==> src/hdl/bqss_pkg.sv <==
// shared types, constants and window classification for the bit-quad statistics block
package bqss_pkg;

   // field widths
   localparam int PIXEL_W      = 8;
   localparam int REGION_W     = 9;
   localparam int CNT_W        = 17;
   localparam int AREA_W       = 17;
   localparam int PERIM_W      = 18;
   localparam int EULER_W      = 16;

   // defaults and sizes
   localparam int DEF_MAX_COLUMNS = 256;
   localparam int REGION_RESET    = 256;
   localparam int QUEUE_DEPTH     = 4;
   localparam int QPTR_W          = $clog2(QUEUE_DEPTH);
   localparam int QCNT_W          = $clog2(QUEUE_DEPTH + 1);
   localparam int NUM_CLASSES     = 6;
   localparam int CLS_W           = 3;

   // window classes, also the counter index
   localparam logic [CLS_W-1:0] CLS_NONE     = 3'd0;
   localparam logic [CLS_W-1:0] CLS_ONE      = 3'd1;
   localparam logic [CLS_W-1:0] CLS_TWO_ADJ  = 3'd2;
   localparam logic [CLS_W-1:0] CLS_THREE    = 3'd3;
   localparam logic [CLS_W-1:0] CLS_FOUR     = 3'd4;
   localparam logic [CLS_W-1:0] CLS_DIAGONAL = 3'd5;

   // saturation limits
   localparam logic [CNT_W-1:0] CNT_MAX = {CNT_W{1'b1}};

   // one classified request moving from front to back
   typedef struct packed {
      logic             last;
      logic             counted;
      logic [CLS_W-1:0] cls;
   } win_type;

   // queue status seen by both sides
   typedef struct packed {
      logic full;
      logic empty;
   } qstat_type;

   // classify a 2x2 window of black bits
   function automatic logic [CLS_W-1:0] classify(input logic ul, input logic ur,
                                                 input logic ll, input logic lr);
      logic [2:0]       n;
      logic [CLS_W-1:0] c;
      n = 3'(ul) + 3'(ur) + 3'(ll) + 3'(lr);
      unique case (n)
         3'd0: c = CLS_NONE;
         3'd1: c = CLS_ONE;
         3'd2: c = ((ul && lr) || (ur && ll)) ? CLS_DIAGONAL : CLS_TWO_ADJ;
         3'd3: c = CLS_THREE;
         default: c = CLS_FOUR;
      endcase
      return c;
   endfunction

endpackage

==> src/hdl/bqss_ram.sv <==
// generic single-write, single-read ram with registered read data
module bqss_ram #(
   parameter int WIDTH = 1,
   parameter int DEPTH = 256
) (
   input  logic                     clock,
   input  logic                     wr_en,
   input  logic [$clog2(DEPTH)-1:0] wr_addr,
   input  logic [WIDTH-1:0]         wr_data,
   input  logic [$clog2(DEPTH)-1:0] rd_addr,
   output logic [WIDTH-1:0]         rd_data
);

   logic [WIDTH-1:0] mem_ff [DEPTH];
   logic [WIDTH-1:0] rd_data_ff;

   // write port
   always_ff @(posedge clock) begin
      if (wr_en) begin
         mem_ff[wr_addr] <= wr_data;
      end
   end

   // registered read port
   always_ff @(posedge clock) begin
      rd_data_ff <= mem_ff[rd_addr];
   end

   assign rd_data = rd_data_ff;

endmodule

==> src/hdl/bqss_front.sv <==
// front end: accepts pixels, keeps the line buffer and classifies each 2x2 window
module bqss_front #(
   parameter int MAX_COLUMNS = bqss_pkg::DEF_MAX_COLUMNS
) (
   input  logic                          clock,
   input  logic                          reset,
   input  logic                          req_push,
   output logic                          req_full,
   input  logic [bqss_pkg::PIXEL_W-1:0]  req_pixel,
   input  logic                          req_last_pixel,
   input  logic [bqss_pkg::REGION_W-1:0] region_columns,
   input  bqss_pkg::qstat_type           q_stat,
   output logic                          q_push,
   output bqss_pkg::win_type             q_entry
);
   import bqss_pkg::*;

   localparam int AW = $clog2(MAX_COLUMNS);
   localparam int LW = ($clog2(MAX_COLUMNS + 1) > REGION_W) ?
                       $clog2(MAX_COLUMNS + 1) : REGION_W;
   localparam logic [LW-1:0] MAX_LEN = LW'(MAX_COLUMNS);
   localparam logic [LW-1:0] MIN_LEN = LW'(2);

   logic [AW-1:0] col_ff, col_in;
   logic          first_row_ff, first_row_in;
   logic          left_cur_ff, left_cur_in;
   logic          left_prev_ff, left_prev_in;
   logic [AW-1:0] rd_addr_ff, rd_addr_in;
   logic          rd_ok_ff;

   logic [LW-1:0] cols;
   logic [LW-1:0] rc_ext;
   logic [AW-1:0] eff_col;
   logic [AW-1:0] next_eff;
   logic          wrap;
   logic          accept;
   logic          black;
   logic          up;
   logic          rd_match;

   // clamp the row length to the supported range
   always_comb begin
      rc_ext = LW'(region_columns);
      priority if (rc_ext < MIN_LEN) begin
         cols = MIN_LEN;
      end else if (rc_ext > MAX_LEN) begin
         cols = MAX_LEN;
      end else begin
         cols = rc_ext;
      end
   end

   // column in use, and whether this pixel ends its row
   assign eff_col  = (LW'(col_ff) >= cols) ? '0 : col_ff;
   assign wrap     = (LW'(eff_col) + LW'(1)) >= cols;
   assign black    = (req_pixel == '0);
   assign rd_match = rd_ok_ff && (rd_addr_ff == eff_col);
   assign req_full = q_stat.full || !rd_match;
   assign accept   = req_push && !req_full;

   // next raster position
   always_comb begin
      col_in       = col_ff;
      first_row_in = first_row_ff;
      left_cur_in  = left_cur_ff;
      left_prev_in = left_prev_ff;
      if (accept) begin
         priority if (req_last_pixel) begin
            col_in       = '0;
            first_row_in = 1'b1;
            left_cur_in  = 1'b0;
            left_prev_in = 1'b0;
         end else if (wrap) begin
            col_in       = '0;
            first_row_in = 1'b0;
            left_cur_in  = 1'b0;
            left_prev_in = 1'b0;
         end else begin
            col_in       = eff_col + AW'(1);
            left_cur_in  = black;
            left_prev_in = up;
         end
      end
   end

   // prefetch the line buffer entry for the next pixel
   assign next_eff   = (LW'(col_in) >= cols) ? '0 : col_in;
   assign rd_addr_in = next_eff;

   always_ff @(posedge clock) begin
      if (reset) begin
         col_ff       <= '0;
         first_row_ff <= 1'b1;
         left_cur_ff  <= 1'b0;
         left_prev_ff <= 1'b0;
         rd_ok_ff     <= 1'b0;
         rd_addr_ff   <= '0;
      end else begin
         col_ff       <= col_in;
         first_row_ff <= first_row_in;
         left_cur_ff  <= left_cur_in;
         left_prev_ff <= left_prev_in;
         rd_ok_ff     <= 1'b1;
         rd_addr_ff   <= rd_addr_in;
      end
   end

   // one-bit line buffer holding the previous row
   bqss_ram #(
      .WIDTH (1),
      .DEPTH (MAX_COLUMNS)
   ) u_line (
      .clock   (clock),
      .wr_en   (accept),
      .wr_addr (eff_col),
      .wr_data (black),
      .rd_addr (rd_addr_in),
      .rd_data (up)
   );

   // classified request toward the back end
   assign q_entry.last    = req_last_pixel;
   assign q_entry.counted = !first_row_ff && (eff_col != '0);
   assign q_entry.cls     = classify(left_prev_ff, up, left_cur_ff, black);
   assign q_push          = accept && (req_last_pixel || q_entry.counted);

endmodule

==> src/hdl/bqss_queue.sv <==
// short queue of classified windows between front and back ends
module bqss_queue (
   input  logic                clock,
   input  logic                reset,
   input  logic                push,
   input  bqss_pkg::win_type   push_entry,
   input  logic                pop,
   output bqss_pkg::win_type   head,
   output bqss_pkg::qstat_type stat
);
   import bqss_pkg::*;

   win_type             slot_ff [QUEUE_DEPTH];
   logic [QPTR_W-1:0]   wr_ptr_ff, wr_ptr_in;
   logic [QPTR_W-1:0]   rd_ptr_ff, rd_ptr_in;
   logic [QCNT_W-1:0]   count_ff, count_in;
   logic                do_push;
   logic                do_pop;

   assign stat.full  = (count_ff == QCNT_W'(QUEUE_DEPTH));
   assign stat.empty = (count_ff == '0);
   assign do_push    = push && !stat.full;
   assign do_pop     = pop && !stat.empty;
   assign head       = slot_ff[rd_ptr_ff];

   // pointer and fill level
   always_comb begin
      wr_ptr_in = do_push ? wr_ptr_ff + QPTR_W'(1) : wr_ptr_ff;
      rd_ptr_in = do_pop  ? rd_ptr_ff + QPTR_W'(1) : rd_ptr_ff;
      count_in  = count_ff + QCNT_W'(do_push) - QCNT_W'(do_pop);
   end

   always_ff @(posedge clock) begin
      if (reset) begin
         wr_ptr_ff <= '0;
         rd_ptr_ff <= '0;
         count_ff  <= '0;
      end else begin
         wr_ptr_ff <= wr_ptr_in;
         rd_ptr_ff <= rd_ptr_in;
         count_ff  <= count_in;
      end
   end

   // entry storage
   always_ff @(posedge clock) begin
      if (do_push) begin
         slot_ff[wr_ptr_ff] <= push_entry;
      end
   end

endmodule

==> src/hdl/bqss_back.sv <==
// back end: class counters and the result pipeline for area, perimeter and euler number
module bqss_back (
   input  logic                          clock,
   input  logic                          reset,
   input  bqss_pkg::win_type             head,
   input  bqss_pkg::qstat_type           q_stat,
   output logic                          q_pop,
   output logic                          rsp_empty,
   input  logic                          rsp_pop,
   output logic [bqss_pkg::CNT_W-1:0]    rsp_count_none,
   output logic [bqss_pkg::CNT_W-1:0]    rsp_count_one,
   output logic [bqss_pkg::CNT_W-1:0]    rsp_count_two_adjacent,
   output logic [bqss_pkg::CNT_W-1:0]    rsp_count_three,
   output logic [bqss_pkg::CNT_W-1:0]    rsp_count_four,
   output logic [bqss_pkg::CNT_W-1:0]    rsp_count_diagonal,
   output logic [bqss_pkg::AREA_W-1:0]   rsp_area_estimate,
   output logic [bqss_pkg::PERIM_W-1:0]  rsp_perimeter_estimate,
   output logic signed [bqss_pkg::EULER_W-1:0] rsp_euler_number
);
   import bqss_pkg::*;

   localparam int SUM_W  = CNT_W + 3;
   localparam int AREA_SUM_W = CNT_W + 4;
   localparam int PSUM_W = CNT_W + 2;
   localparam int ESUM_W = CNT_W + 3;
   localparam logic [AREA_SUM_W-3:0] AREA_LIM = (AREA_SUM_W-2)'(CNT_MAX);
   localparam logic signed [ESUM_W-1:0] E_HI = ESUM_W'(32767);
   localparam logic signed [ESUM_W-1:0] E_LO = -ESUM_W'(32768);

   logic [CNT_W-1:0] cnt_ff   [NUM_CLASSES];
   logic [CNT_W-1:0] cnt_in   [NUM_CLASSES];
   logic [CNT_W-1:0] bumped   [NUM_CLASSES];

   // stage a: snapshot of the final counts
   logic             a_valid_ff, a_valid_in;
   logic [CNT_W-1:0] a_cnt_ff [NUM_CLASSES];

   // stage b: counts plus partial sums
   logic             b_valid_ff, b_valid_in;
   logic [CNT_W-1:0] b_cnt_ff [NUM_CLASSES];
   logic [SUM_W-1:0] b_s1_ff, b_s1_in;
   logic [SUM_W-1:0] b_s2_ff, b_s2_in;
   logic [PSUM_W-1:0] b_perim_ff, b_perim_in;
   logic signed [ESUM_W-1:0] b_esum_ff, b_esum_in;

   // stage c: result register
   logic             c_valid_ff, c_valid_in;
   logic [CNT_W-1:0] c_cnt_ff [NUM_CLASSES];
   logic [AREA_W-1:0]  c_area_ff, c_area_in;
   logic [PERIM_W-1:0] c_perim_ff, c_perim_in;
   logic signed [EULER_W-1:0] c_euler_ff, c_euler_in;

   logic c_free, b_adv, b_free, a_adv, a_ready;
   logic close_region;
   logic [AREA_SUM_W-1:0] area_sum;
   logic [AREA_SUM_W-3:0] area_q;
   logic signed [ESUM_W-1:0] e_adj;
   logic signed [ESUM_W-1:0] e_q;

   // pipeline flow
   assign c_free  = !c_valid_ff || rsp_pop;
   assign b_adv   = b_valid_ff && c_free;
   assign b_free  = !b_valid_ff || b_adv;
   assign a_adv   = a_valid_ff && b_free;
   assign a_ready = !a_valid_ff || a_adv;
   assign q_pop   = !q_stat.empty && (!head.last || a_ready);
   assign close_region = q_pop && head.last;

   // saturating class counters
   always_comb begin
      for (int k = 0; k < NUM_CLASSES; k++) begin
         bumped[k] = (q_pop && head.counted && (head.cls == CLS_W'(k)) &&
                      (cnt_ff[k] != CNT_MAX)) ? cnt_ff[k] + CNT_W'(1) : cnt_ff[k];
         cnt_in[k] = close_region ? '0 : bumped[k];
      end
   end

   always_ff @(posedge clock) begin
      if (reset) begin
         for (int k = 0; k < NUM_CLASSES; k++) begin
            cnt_ff[k] <= '0;
         end
      end else begin
         for (int k = 0; k < NUM_CLASSES; k++) begin
            cnt_ff[k] <= cnt_in[k];
         end
      end
   end

   // valid flags
   always_comb begin
      a_valid_in = close_region ? 1'b1 : (a_adv ? 1'b0 : a_valid_ff);
      b_valid_in = a_adv ? 1'b1 : (b_adv ? 1'b0 : b_valid_ff);
      c_valid_in = b_adv ? 1'b1 : ((c_valid_ff && rsp_pop) ? 1'b0 : c_valid_ff);
   end

   always_ff @(posedge clock) begin
      if (reset) begin
         a_valid_ff <= 1'b0;
         b_valid_ff <= 1'b0;
         c_valid_ff <= 1'b0;
      end else begin
         a_valid_ff <= a_valid_in;
         b_valid_ff <= b_valid_in;
         c_valid_ff <= c_valid_in;
      end
   end

   // partial sums from the snapshot
   always_comb begin
      b_s1_in    = SUM_W'(a_cnt_ff[CLS_ONE]) + SUM_W'({a_cnt_ff[CLS_TWO_ADJ], 1'b0}) +
                   SUM_W'({a_cnt_ff[CLS_DIAGONAL], 1'b0});
      b_s2_in    = SUM_W'(a_cnt_ff[CLS_THREE]) + SUM_W'({a_cnt_ff[CLS_THREE], 1'b0}) +
                   SUM_W'({a_cnt_ff[CLS_FOUR], 2'b00});
      b_perim_in = PSUM_W'(a_cnt_ff[CLS_ONE]) + PSUM_W'(a_cnt_ff[CLS_TWO_ADJ]) +
                   PSUM_W'({a_cnt_ff[CLS_DIAGONAL], 1'b0});
      b_esum_in  = $signed(ESUM_W'(a_cnt_ff[CLS_ONE])) -
                   $signed(ESUM_W'(a_cnt_ff[CLS_THREE])) -
                   $signed(ESUM_W'({a_cnt_ff[CLS_DIAGONAL], 1'b0}));
   end

   // final division by four and saturation
   always_comb begin
      area_sum = AREA_SUM_W'(b_s1_ff) + AREA_SUM_W'(b_s2_ff);
      area_q   = area_sum[AREA_SUM_W-1:2];
      c_area_in = (area_q > AREA_LIM) ? CNT_MAX : AREA_W'(area_q);
      c_perim_in = (PSUM_W'(b_perim_ff) > PSUM_W'({PERIM_W{1'b1}})) ?
                   {PERIM_W{1'b1}} : PERIM_W'(b_perim_ff);
      e_adj = b_esum_ff[ESUM_W-1] ? b_esum_ff + ESUM_W'(3) : b_esum_ff;
      e_q   = e_adj >>> 2;
      priority if (e_q > E_HI) begin
         c_euler_in = EULER_W'(E_HI);
      end else if (e_q < E_LO) begin
         c_euler_in = EULER_W'(E_LO);
      end else begin
         c_euler_in = EULER_W'(e_q);
      end
   end

   // payload registers
   always_ff @(posedge clock) begin
      if (close_region) begin
         for (int k = 0; k < NUM_CLASSES; k++) begin
            a_cnt_ff[k] <= bumped[k];
         end
      end
      if (a_adv) begin
         for (int k = 0; k < NUM_CLASSES; k++) begin
            b_cnt_ff[k] <= a_cnt_ff[k];
         end
         b_s1_ff    <= b_s1_in;
         b_s2_ff    <= b_s2_in;
         b_perim_ff <= b_perim_in;
         b_esum_ff  <= b_esum_in;
      end
      if (b_adv) begin
         for (int k = 0; k < NUM_CLASSES; k++) begin
            c_cnt_ff[k] <= b_cnt_ff[k];
         end
         c_area_ff  <= c_area_in;
         c_perim_ff <= c_perim_in;
         c_euler_ff <= c_euler_in;
      end
   end

   // result ports
   assign rsp_empty              = !c_valid_ff;
   assign rsp_count_none         = c_cnt_ff[CLS_NONE];
   assign rsp_count_one          = c_cnt_ff[CLS_ONE];
   assign rsp_count_two_adjacent = c_cnt_ff[CLS_TWO_ADJ];
   assign rsp_count_three        = c_cnt_ff[CLS_THREE];
   assign rsp_count_four         = c_cnt_ff[CLS_FOUR];
   assign rsp_count_diagonal     = c_cnt_ff[CLS_DIAGONAL];
   assign rsp_area_estimate      = c_area_ff;
   assign rsp_perimeter_estimate = c_perim_ff;
   assign rsp_euler_number       = c_euler_ff;

endmodule

==> src/hdl/bit_quad_shape_statistics_top.sv <==
// top level of the bit-quad shape statistics block
// Usage:
//   Pixels enter on the request queue (req_push/req_full) in row-major order, one
//   per cycle while req_full is low; a zero pixel is black. req_last_pixel marks
//   the final pixel of a region and produces one result on the response queue.
//   Results leave through rsp_empty/rsp_pop: the oldest result sits on the rsp_
//   ports while rsp_empty is low and is taken when rsp_pop is high.
//   The user writes the row length through csr_valid/csr_ready/csr_region_columns
//   only while the block is idle, which goes unchecked; csr_ready is always high.
// Throughput: one pixel per cycle unless the queue is full, set by the single
//   read port of the line buffer, which is read one pixel ahead; the first cycle
//   after reset and a row length write that moves the current column each cost
//   one cycle of full. Each result passes through the queue, snapshot, partial
//   sums and result register after its last pixel is accepted.
// Reset clears the raster position, counters and pipeline; rsp_empty is high.
//   The line buffer needs no clearing: each region's first row writes it anew.
// When the response side stalls, pixels keep flowing into the counters; up to
//   three finished regions wait in the pipeline, and the four-entry queue
//   then fills and raises req_full.
module bit_quad_shape_statistics_top #(
   parameter int MAX_COLUMNS = bqss_pkg::DEF_MAX_COLUMNS
) (
   input  logic                                clock,
   input  logic                                reset,
   input  logic                                req_push,
   output logic                                req_full,
   input  logic [bqss_pkg::PIXEL_W-1:0]        req_pixel,
   input  logic                                req_last_pixel,
   output logic                                rsp_empty,
   input  logic                                rsp_pop,
   output logic [bqss_pkg::CNT_W-1:0]          rsp_count_none,
   output logic [bqss_pkg::CNT_W-1:0]          rsp_count_one,
   output logic [bqss_pkg::CNT_W-1:0]          rsp_count_two_adjacent,
   output logic [bqss_pkg::CNT_W-1:0]          rsp_count_three,
   output logic [bqss_pkg::CNT_W-1:0]          rsp_count_four,
   output logic [bqss_pkg::CNT_W-1:0]          rsp_count_diagonal,
   output logic [bqss_pkg::AREA_W-1:0]         rsp_area_estimate,
   output logic [bqss_pkg::PERIM_W-1:0]        rsp_perimeter_estimate,
   output logic signed [bqss_pkg::EULER_W-1:0] rsp_euler_number,
   input  logic                                csr_valid,
   output logic                                csr_ready,
   input  logic [bqss_pkg::REGION_W-1:0]       csr_region_columns
);
   import bqss_pkg::*;

   logic [REGION_W-1:0] region_columns_ff, region_columns_in;
   qstat_type           q_stat;
   logic                q_push;
   logic                q_pop;
   win_type             q_entry;
   win_type             q_head;

   // configuration register
   assign csr_ready         = 1'b1;
   assign region_columns_in = (csr_valid && csr_ready) ? csr_region_columns
                                                       : region_columns_ff;

   always_ff @(posedge clock) begin
      if (reset) begin
         region_columns_ff <= REGION_W'(REGION_RESET);
      end else begin
         region_columns_ff <= region_columns_in;
      end
   end

   // front end
   bqss_front #(
      .MAX_COLUMNS (MAX_COLUMNS)
   ) u_front (
      .clock          (clock),
      .reset          (reset),
      .req_push       (req_push),
      .req_full       (req_full),
      .req_pixel      (req_pixel),
      .req_last_pixel (req_last_pixel),
      .region_columns (region_columns_ff),
      .q_stat         (q_stat),
      .q_push         (q_push),
      .q_entry        (q_entry)
   );

   // queue between the two ends
   bqss_queue u_queue (
      .clock      (clock),
      .reset      (reset),
      .push       (q_push),
      .push_entry (q_entry),
      .pop        (q_pop),
      .head       (q_head),
      .stat       (q_stat)
   );

   // back end
   bqss_back u_back (
      .clock                  (clock),
      .reset                  (reset),
      .head                   (q_head),
      .q_stat                 (q_stat),
      .q_pop                  (q_pop),
      .rsp_empty              (rsp_empty),
      .rsp_pop                (rsp_pop),
      .rsp_count_none         (rsp_count_none),
      .rsp_count_one          (rsp_count_one),
      .rsp_count_two_adjacent (rsp_count_two_adjacent),
      .rsp_count_three        (rsp_count_three),
      .rsp_count_four         (rsp_count_four),
      .rsp_count_diagonal     (rsp_count_diagonal),
      .rsp_area_estimate      (rsp_area_estimate),
      .rsp_perimeter_estimate (rsp_perimeter_estimate),
      .rsp_euler_number       (rsp_euler_number)
   );

`ifndef SYNTH
   // the front never pushes into a full queue
   a_no_overflow: assert property (@(posedge clock) disable iff (reset)
      q_push |-> !q_stat.full)
      else $error("request pushed into full queue");

   // the back never pops an empty queue
   a_no_underflow: assert property (@(posedge clock) disable iff (reset)
      q_pop |-> !q_stat.empty)
      else $error("pop from empty queue");

   // no result is offered right after reset
   a_empty_after_reset: assert property (@(posedge clock)
      reset |=> rsp_empty)
      else $error("result offered after reset");

   // an accepted request always reaches the queue when it carries a last pixel
   a_last_queued: assert property (@(posedge clock) disable iff (reset)
      (req_push && !req_full && req_last_pixel) |-> q_push)
      else $error("last pixel not queued");
`endif

endmodule

==> config.mk <==
export PLATFORM = sky130hd
export DESIGN_NAME = bit_quad_shape_statistics_top
export DESIGN_NICKNAME = d
export VERILOG_FILES = /design/src/hdl/bqss_pkg.sv /design/src/hdl/bqss_ram.sv /design/src/hdl/bqss_front.sv /design/src/hdl/bqss_queue.sv /design/src/hdl/bqss_back.sv /design/src/hdl/bit_quad_shape_statistics_top.sv
export SDC_FILE = /design/constraint.sdc
export NUM_CORES = 1
export LEC_CHECK = 0
export CORE_ASPECT_RATIO = 1.2
export CORE_MARGIN = 2
export CORE_UTILIZATION = 60
export CTS_BUF_LIST = sky130_fd_sc_hd__clkbuf_2
export CTS_CLUSTER_DIAMETER = 150
export DETAILED_ROUTE_END_ITERATION = 8
export DONT_BUFFER_PORTS = 1
export PLACE_DENSITY_LB_ADDON = 0.25
export SKIP_CTS_REPAIR_TIMING = 1
export SLEW_MARGIN = 20
export SYNTH_ARGS = -nofsm -noshare
export SYNTH_HDL_FRONTEND = slang
export SYNTH_SLANG_ARGS = --single-unit
==> constraint.sdc <==
create_clock -name clock -period 12.6 [get_ports clock]
set_input_delay 1.89 -clock clock [delete_from_list [all_inputs] [get_ports clock]]
set_output_delay 1.89 -clock clock [all_outputs]
set_load 0.02 [all_outputs]
==> metrics.md, run 1 <==
| Metric | Value |
|---|---|
| Post-detailed-placement cell area | `40200 µm²` |
| Cts bufs inserted | `194` |
| Final Slew Violations | `0` |
| Vias in the first global route | `between 20000 and 30000` |
| Dpl hpwl | `65300 µm` |
| Initial antenna violation count | `3` |
| Final Util | `64.9%` |
| Fraction of power spent switching nets | `39.4%` |
| Most common flop cell mapped by yosys | `sky130_fd_sc_hd__edfxtp_1` |
| PortBufs | `0` |
| Psw | `approximately 4.3 mW` |
| Number of library cell types mapped by synthesis | `88` |
| Synth-to-layout area growth | `6.73%` |
| Worst hold path stage count | `0` |
| Time the worst path needs with I/O delays and setup | `10610 ps` |
| Power density normalized to cell area | `256 nW/µm²` |
| Total number of clock tree sinks | `854` |
| Yosys warning count | `0` |
| GR Util All Layers | `between 20% and 30%` |
| Nets in the synthesized netlist | `between 3000 and 4000` |
| Core area | `about 65000 µm²` |
| Flip-flop and latch count after synthesis | `854` |
| Fraction of registers with async set or reset after synthesis | `0%` |
| Number of top-level pins | `179` |
| Share of Yosys cell area claimed by the top area cell type | `about 54%` |
| Wire length of the first global-routing pass | `143000 µm` |
| Mean cell area of the mapped netlist | `12.3 µm²` |
| Top achievable clock speed | `0.0942 GHz` |
| Critical path endpoint category | `flip-flop` |
| Post-synth design cell area | `39400 µm²` |
| Final wirelength | `93700 µm` |
| Cells on worst reg2reg path | `38` |
| Worst EP required | `13920 ps` |
| Worst slew margin relative to its limit | `20.8%` |
| Pint | `6.53 mW` |
| Power after layout | `10.8 mW` |
| Combinational share of power | `43.2%` |
| Final worst clock skew | `~130 ps` |
| # rows | `102` |
| Layout Cell Area excl Fill | `42100 µm²` |
| Root buffer selected by CTS | `sky130_fd_sc_hd__clkbuf_2` |
| Path type of the worst min-delay path | `reg2reg` |
| Worst Max-Slew Pin Slew | `1190 ps` |
| Die H | `around 280 µm` |
| Fraction of layout cells with a size suffix above 1 | `12.4%` |
| Final total negative setup slack | `0 ps` |
| Post-route DRC violation count | `0` |
| Number of flops mapped to enable cells by yosys | `710` |
| Largest stage delay, worst path | `roughly 870 ps` |
| Number of search-and-repair iterations in the first detailed-routing pass | `8` |
| Unrepaired setup endpoints after global routing | `no` |
| Cell type with the largest total area after synthesis | `sky130_fd_sc_hd__edfxtp_1` |
| Reg clk slew, reported paths | `120 ps` |
| Run status | `complete, no violations` |
| Crit start category | `flip-flop` |
| Number of maximum-capacitance constraint violations | `0` |
| GRT Residual Overflow | `0` |
| Clk_lat worst skew | `roughly 1500 ps` |
| Pleak | `15.1 nW` |
| DR vias | `25532` |
| Data arrival, critical path | `~12000 ps` |
| Placer Congestion | `0.991` |
| Main area contributors after synthesis | `sky130_fd_sc_hd__edfxtp_1 54%, sky130_fd_sc_hd__dfxtp_1 7.3%, sky130_fd_sc_hd__ha_1 6.5%` |
| Final hold violations | `0` |
| Cells after synthesis | `3212` |
| Most common cell in the netlist | `sky130_fd_sc_hd__edfxtp_1` |
| Type of the setup path with the least slack | `reg2reg` |
| Pin count of the biggest net entering global routing | `roughly 260` |
| Sequential Area | `24200 µm²` |
| Starting density of the core | `60.8%` |
| Nets | `between 3000 and 4000` |
| Avg Vias per Cell | `roughly 5.9` |
| Number of filler cells placed in the layout | `4913` |
| Final period utilization | `84.2%` |
| Sequential cell area fraction in the yosys report | `61.4%` |
| Clk buf depth | `3` |
| Setup violations, final | `0` |
| Hold slack final | `between 300 and 400 ps` |
| Die ar. | `67800 µm²` |
| Library cell contributing the largest single delay on the critical path | `sky130_fd_sc_hd__mux2i_2` |
| Area of the multi-input gates | `14200 µm²` |
| Number of nets with antenna violations after detailed routing | `0` |
| Max FO, Critical Path | `34` |
| Routed WL per cell | `~22 µm` |
| Most frequent cells after synthesis | `710 x sky130_fd_sc_hd__edfxtp_1, 436 x sky130_fd_sc_hd__nor2_1, 204 x sky130_fd_sc_hd__ha_1` |
| Starting DRC count in detailed routing | `2109` |
| TritonCTS clock tree | `yes` |
| Share of power burned in the clock network | `16.6%` |
| Chip Width | `238 µm` |
| Share of total power in sequential cells | `40.2%` |
| Maximum VDD drop | `0.159 mV` |
| Number of levels the H-tree was split into | `4` |
layer usage:
layer / GRT usage, % / vias up / part of all wire (%)
met5: 0 / - / 0
met4: 16.5 / 0 / 5.7
met3: 6.25 / 278 / 6.5
met2: 48.8 / 1062 / 51
met1: 31.0 / 12278 / 37
li1: - / 11914 / -
final timing paths:
check / from / end / slack [ps]
setup reg to reg: region_columns_ff[8]$_SDFFE_PP1P_ / u_front.u_line.rd_data$_DFF_P_ / 1990
hold / removal: u_back.b_cnt_ff[2][14]$_DFFE_PP_ / u_back.c_cnt_ff[2][14]$_DFFE_PP_ / 390
setup / recovery: region_columns_ff[8]$_SDFFE_PP1P_ / u_front.u_line.rd_data$_DFF_P_ / 1990
hold reg to reg: u_back.b_cnt_ff[2][14]$_DFFE_PP_ / u_back.c_cnt_ff[2][14]$_DFFE_PP_ / 390
through the flow:
| step | worst slack, ps | cells |
|---|---|---|
| after floorplan | 1820 | 3212 |
| after global placement | 2650 | 3955 |
| after detailed placement | 2290 | 3955 |
| after CTS | 2250 | 4303 |
| after global routing | 1210 | 4304 |
| final | 1990 | 4305 |
flip-flops by register name, summed over array words and instances (netlist names), 18 cells and up, named ones only:
register	flops
u_back.a_cnt_ff	102
u_back.b_cnt_ff	100
u_back.b_esum_ff	20
u_back.b_perim_ff	19
u_back.b_s1_ff	20
u_back.b_s2_ff	20
u_back.c_cnt_ff	102
u_back.cnt_ff	102
u_back.rsp_perimeter_estimate	18
u_front.u_line.mem_ff	256
u_queue.slot_ff	20
critical path: cells and delay by family, from the launching register on:
kind            cells  cell delay [ps]
compound gates     17             3620
fa+ha+maj           4             1190
buf+inv             4              950
flops               1              530
mux                 1              870
simple gates       12             3340
power groups by stage:
stage               combinational [mW]  clock (mW)  sequential, mW
floorplan                         3.47           0            4.27
detailed placement                4.59           0            4.41
CTS                               4.62        1.84            4.34
finish                            4.66        1.79            4.34
global route                      5.13        1.97            4.38
global placement                  4.39           0            4.40
final cells by class:
cell class	count	area share (%)
Inverter	150	1.36
Antenna cell	2	0.0119
Clock inverter	60	0.966
Multi-Input combinational cell	2095	33.8
Timing Repair Buffer	24	0.487
Sequential cell	854	57.5
Clock buffer	288	3.42
Tap cell	832	2.47
layout by cell type, fill, tap and decap left out, types with 78 or more instances in the layout:
master | netlist | layout
sky130_fd_sc_hd__edfxtp_1 | 710 | 710
sky130_fd_sc_hd__nor2_1 | 436 | 435
sky130_fd_sc_hd__clkbuf_2 | 0 | 288
sky130_fd_sc_hd__ha_1 | 204 | 204
sky130_fd_sc_hd__nand2_1 | 193 | 192
sky130_fd_sc_hd__xnor2_1 | 173 | 173
sky130_fd_sc_hd__inv_1 | 148 | 147
sky130_fd_sc_hd__dfxtp_1 | 144 | 144
sky130_fd_sc_hd__a21oi_1 | 123 | 123
sky130_fd_sc_hd__nor2b_1 | 122 | 120
sky130_fd_sc_hd__nand3_1 | 95 | 95
sky130_fd_sc_hd__o21ai_0 | 78 | 78
cell families after synthesis:
family | Yosys count | share of synthesized area (%)
xor+xnor | 241 | 5.35
buf+inv | 263 | 2.76
compound gates | 459 | 7.75
simple gates | 1089 | 13.1
flops | 854 | 61.4
mux | 91 | 2.72
fa+ha+maj | 214 | 6.98
other cells | 1 | 0.00951
No activity file was read; power rests on OpenSTA's default activity.
==> inputs of run 2 (changes only) <==
clock period = 9.45 ns   (was 12.6 ns; I/O delays follow)
==> metrics.md, run 2 (synthesized netlist as in run 1, its figures left out) <==
| Metric | Value |
|---|---|
| Run status | `complete, no violations` |
| Number of maximum-capacitance constraint violations | `0 (unchanged)` |
| Final Slew Violations | `0 (unchanged)` |
| Setup violations, final | `0 (unchanged)` |
| Library cell contributing the largest single delay on the critical path | `sky130_fd_sc_hd__a2111oi_0` |
| Die H | `285 µm (unchanged)` |
| DR vias | `25615 (+0.33%)` |
| Top achievable clock speed | `0.113 GHz (+20%)` |
| Cells on worst reg2reg path | `39 (+2.6%)` |
| Final wirelength | `97900 µm (+4.4%)` |
| Reg-to-reg setup timing slack | `640 ps (-1350 ps)` |
| Post-detailed-placement cell area | `40500 µm² (+0.67%)` |
| Dpl hpwl | `68600 µm (+5.0%)` |
| Reg clk slew, reported paths | `120 ps (about the same)` |
| PortBufs | `0 (unchanged)` |
| Vias in the first global route | `25968 (+1.3%)` |
| Avg Vias per Cell | `5.88 (-0.94%)` |
| Crit start category | `flip-flop` |
| Final total negative setup slack | `0 ps (unchanged)` |
| Maximum VDD drop | `0.218 mV (+37%)` |
| Path type of the worst min-delay path | `in2reg` |
| Cts bufs inserted | `198 (+2.1%)` |
| Power after layout | `14.3 mW (+33%)` |
| Die ar. | `67800 µm² (unchanged)` |
| Starting density of the core | `60.8% (unchanged)` |
| Starting DRC count in detailed routing | `1884 (-11%)` |
| Largest stage delay, worst path | `590 ps (-280 ps)` |
| Most common cell on crit path | `sky130_fd_sc_hd__nand2_1` |
| Flip-flop count of the largest register, all copies and words added | `256 (unchanged)` |
| Data arrival, critical path | `10180 ps (-1750 ps)` |
| Power density normalized to cell area | `337 nW/µm² (+31%)` |
| Placer Congestion | `0.963 (-2.8%)` |
| Post-route DRC violation count | `0 (unchanged)` |
| Wire length of the first global-routing pass | `149000 µm (+3.7%)` |
| Number of top-level pins | `179 (unchanged)` |
| Clk_lat worst skew | `1470 ps (+20 ps)` |
| GRT Residual Overflow | `0 (unchanged)` |
| Most common cell after layout, fill and taps aside | `sky130_fd_sc_hd__edfxtp_1` |
| Critical path endpoint category | `flip-flop` |
| Register with the highest flop count | `u_front.u_line.mem_ff` |
| Worst slew margin relative to its limit | `21.9% (+1.1 points)` |
| Pin count of the biggest net entering global routing | `167 (-36%)` |
| Initial antenna violation count | `2 (-1)` |
| Number of nets with antenna violations after detailed routing | `0 (unchanged)` |
| Synth-to-layout area growth | `7.69%` |
| Worst Max-Slew Pin Slew | `1170 ps (-16.3 ps)` |
| Pleak | `15.3 nW (+1.2%)` |
| GR Util All Layers | `29.2% (+1.3 points)` |
| Layout Cell Area excl Fill | `42500 µm² (+0.90%)` |
| Worst hold path stage count | `2 (+2)` |
| Number of search-and-repair iterations in the first detailed-routing pass | `7 (-1)` |
| Chip Width | `238 µm (unchanged)` |
| Type of the setup path with the least slack | `reg2reg` |
| Commonest cells after routing, fill and taps aside | `710 x sky130_fd_sc_hd__edfxtp_1, 434 x sky130_fd_sc_hd__nor2_1, 266 x sky130_fd_sc_hd__clkbuf_2, 203 x sky130_fd_sc_hd__ha_1, 190 x sky130_fd_sc_hd__nand2_1` |
| Clk buf depth | `3 (unchanged)` |
| TritonCTS clock tree | `yes` |
| Number of levels the H-tree was split into | `4 (unchanged)` |
| Final hold violations | `0 (unchanged)` |
| Routed WL per cell | `22.5 µm (+3.1%)` |
| Core area | `64800 µm² (unchanged)` |
| Fraction of layout cells with a size suffix above 1 | `13.1% (+0.70 points)` |
| # rows | `102 (unchanged)` |
| Final worst clock skew | `121 ps (-12.7 ps)` |
| Worst EP required | `10820 ps (-3100 ps)` |
| Nets | `3599 (+1.2%)` |
| Final period utilization | `93.3% (+9.0 points)` |
| Root buffer selected by CTS | `sky130_fd_sc_hd__clkbuf_2` |
| Max FO, Critical Path | `17 (-50%)` |
| Time the worst path needs with I/O delays and setup | `8810 ps (-1800 ps)` |
| Total number of clock tree sinks | `854 (unchanged)` |
==> run 2: layout make-up <==
type                       instances  area, µm²
antenna                            6       15.0
clock buffer                     266       1330
clock inverter                    94        478
fill                            4892      22400
inverter                         150        574
multi-input combinational       2095      14300
sequential                       854      24200
tap                              832       1040
timing repair buffer              63        569
==> run 2: routing by layer <==
metal	up-vias	GRT usage (%)	share of wire [%]	wire length (µm)
met5	-	0	0	0
met4	0	18.1	6.2	6070
met3	270	5.90	5.7	5560
met2	981	51.3	51	50000
met1	12375	32.4	37	36300
li1	11989	-	-	-
==> run 2: report_power, final <==
group | internal, mW | switching (mW) | leakage, nW
Sequential | 5.23 | 0.553 | 7.29
Combinational | 2.53 | 3.68 | 6.67
Clock | 0.852 | 1.47 | 1.33
Total | 8.61 | 5.70 | 15.3
==> run 2: final timing paths <==
kind                                                           to                         startpoint
worst min-delay path            region_columns_ff[8]$_SDFFE_PP1P_              csr_region_columns[8]
worst max register to register     u_front.u_line.rd_data$_DFF_P_  region_columns_ff[8]$_SDFFE_PP1P_
worst min register to register    u_back.c_cnt_ff[3][2]$_DFFE_PP_    u_back.b_cnt_ff[3][2]$_DFFE_PP_
worst max-delay path               u_front.u_line.rd_data$_DFF_P_  region_columns_ff[8]$_SDFFE_PP1P_
==> run 2: stage by stage <==
stage	worst slack, ps	util (%)	hold slack (ps)	instances
2_1_floorplan	526	-	400	3212
3_3_place_gp	441	62.5	401	3984
3_5_place_dp	102	62.5	405	3984
4_1_cts	15.0	65.3	-141	4344
5_1_grt	-20.1	65.5	-24.9	4358
6_report	637	65.5	91.5	4360
==> run 2: worst max-delay path, delay by kind of cell (launching register included) <==
| family | cells | cell delay [ps] |
|---|---|---|
| compound gates | 16 | 3570 |
| fa+ha+maj | 4 | 1100 |
| flops | 1 | 480 |
| simple gates | 11 | 1970 |
| mux | 2 | 590 |
| buf+inv | 6 | 980 |
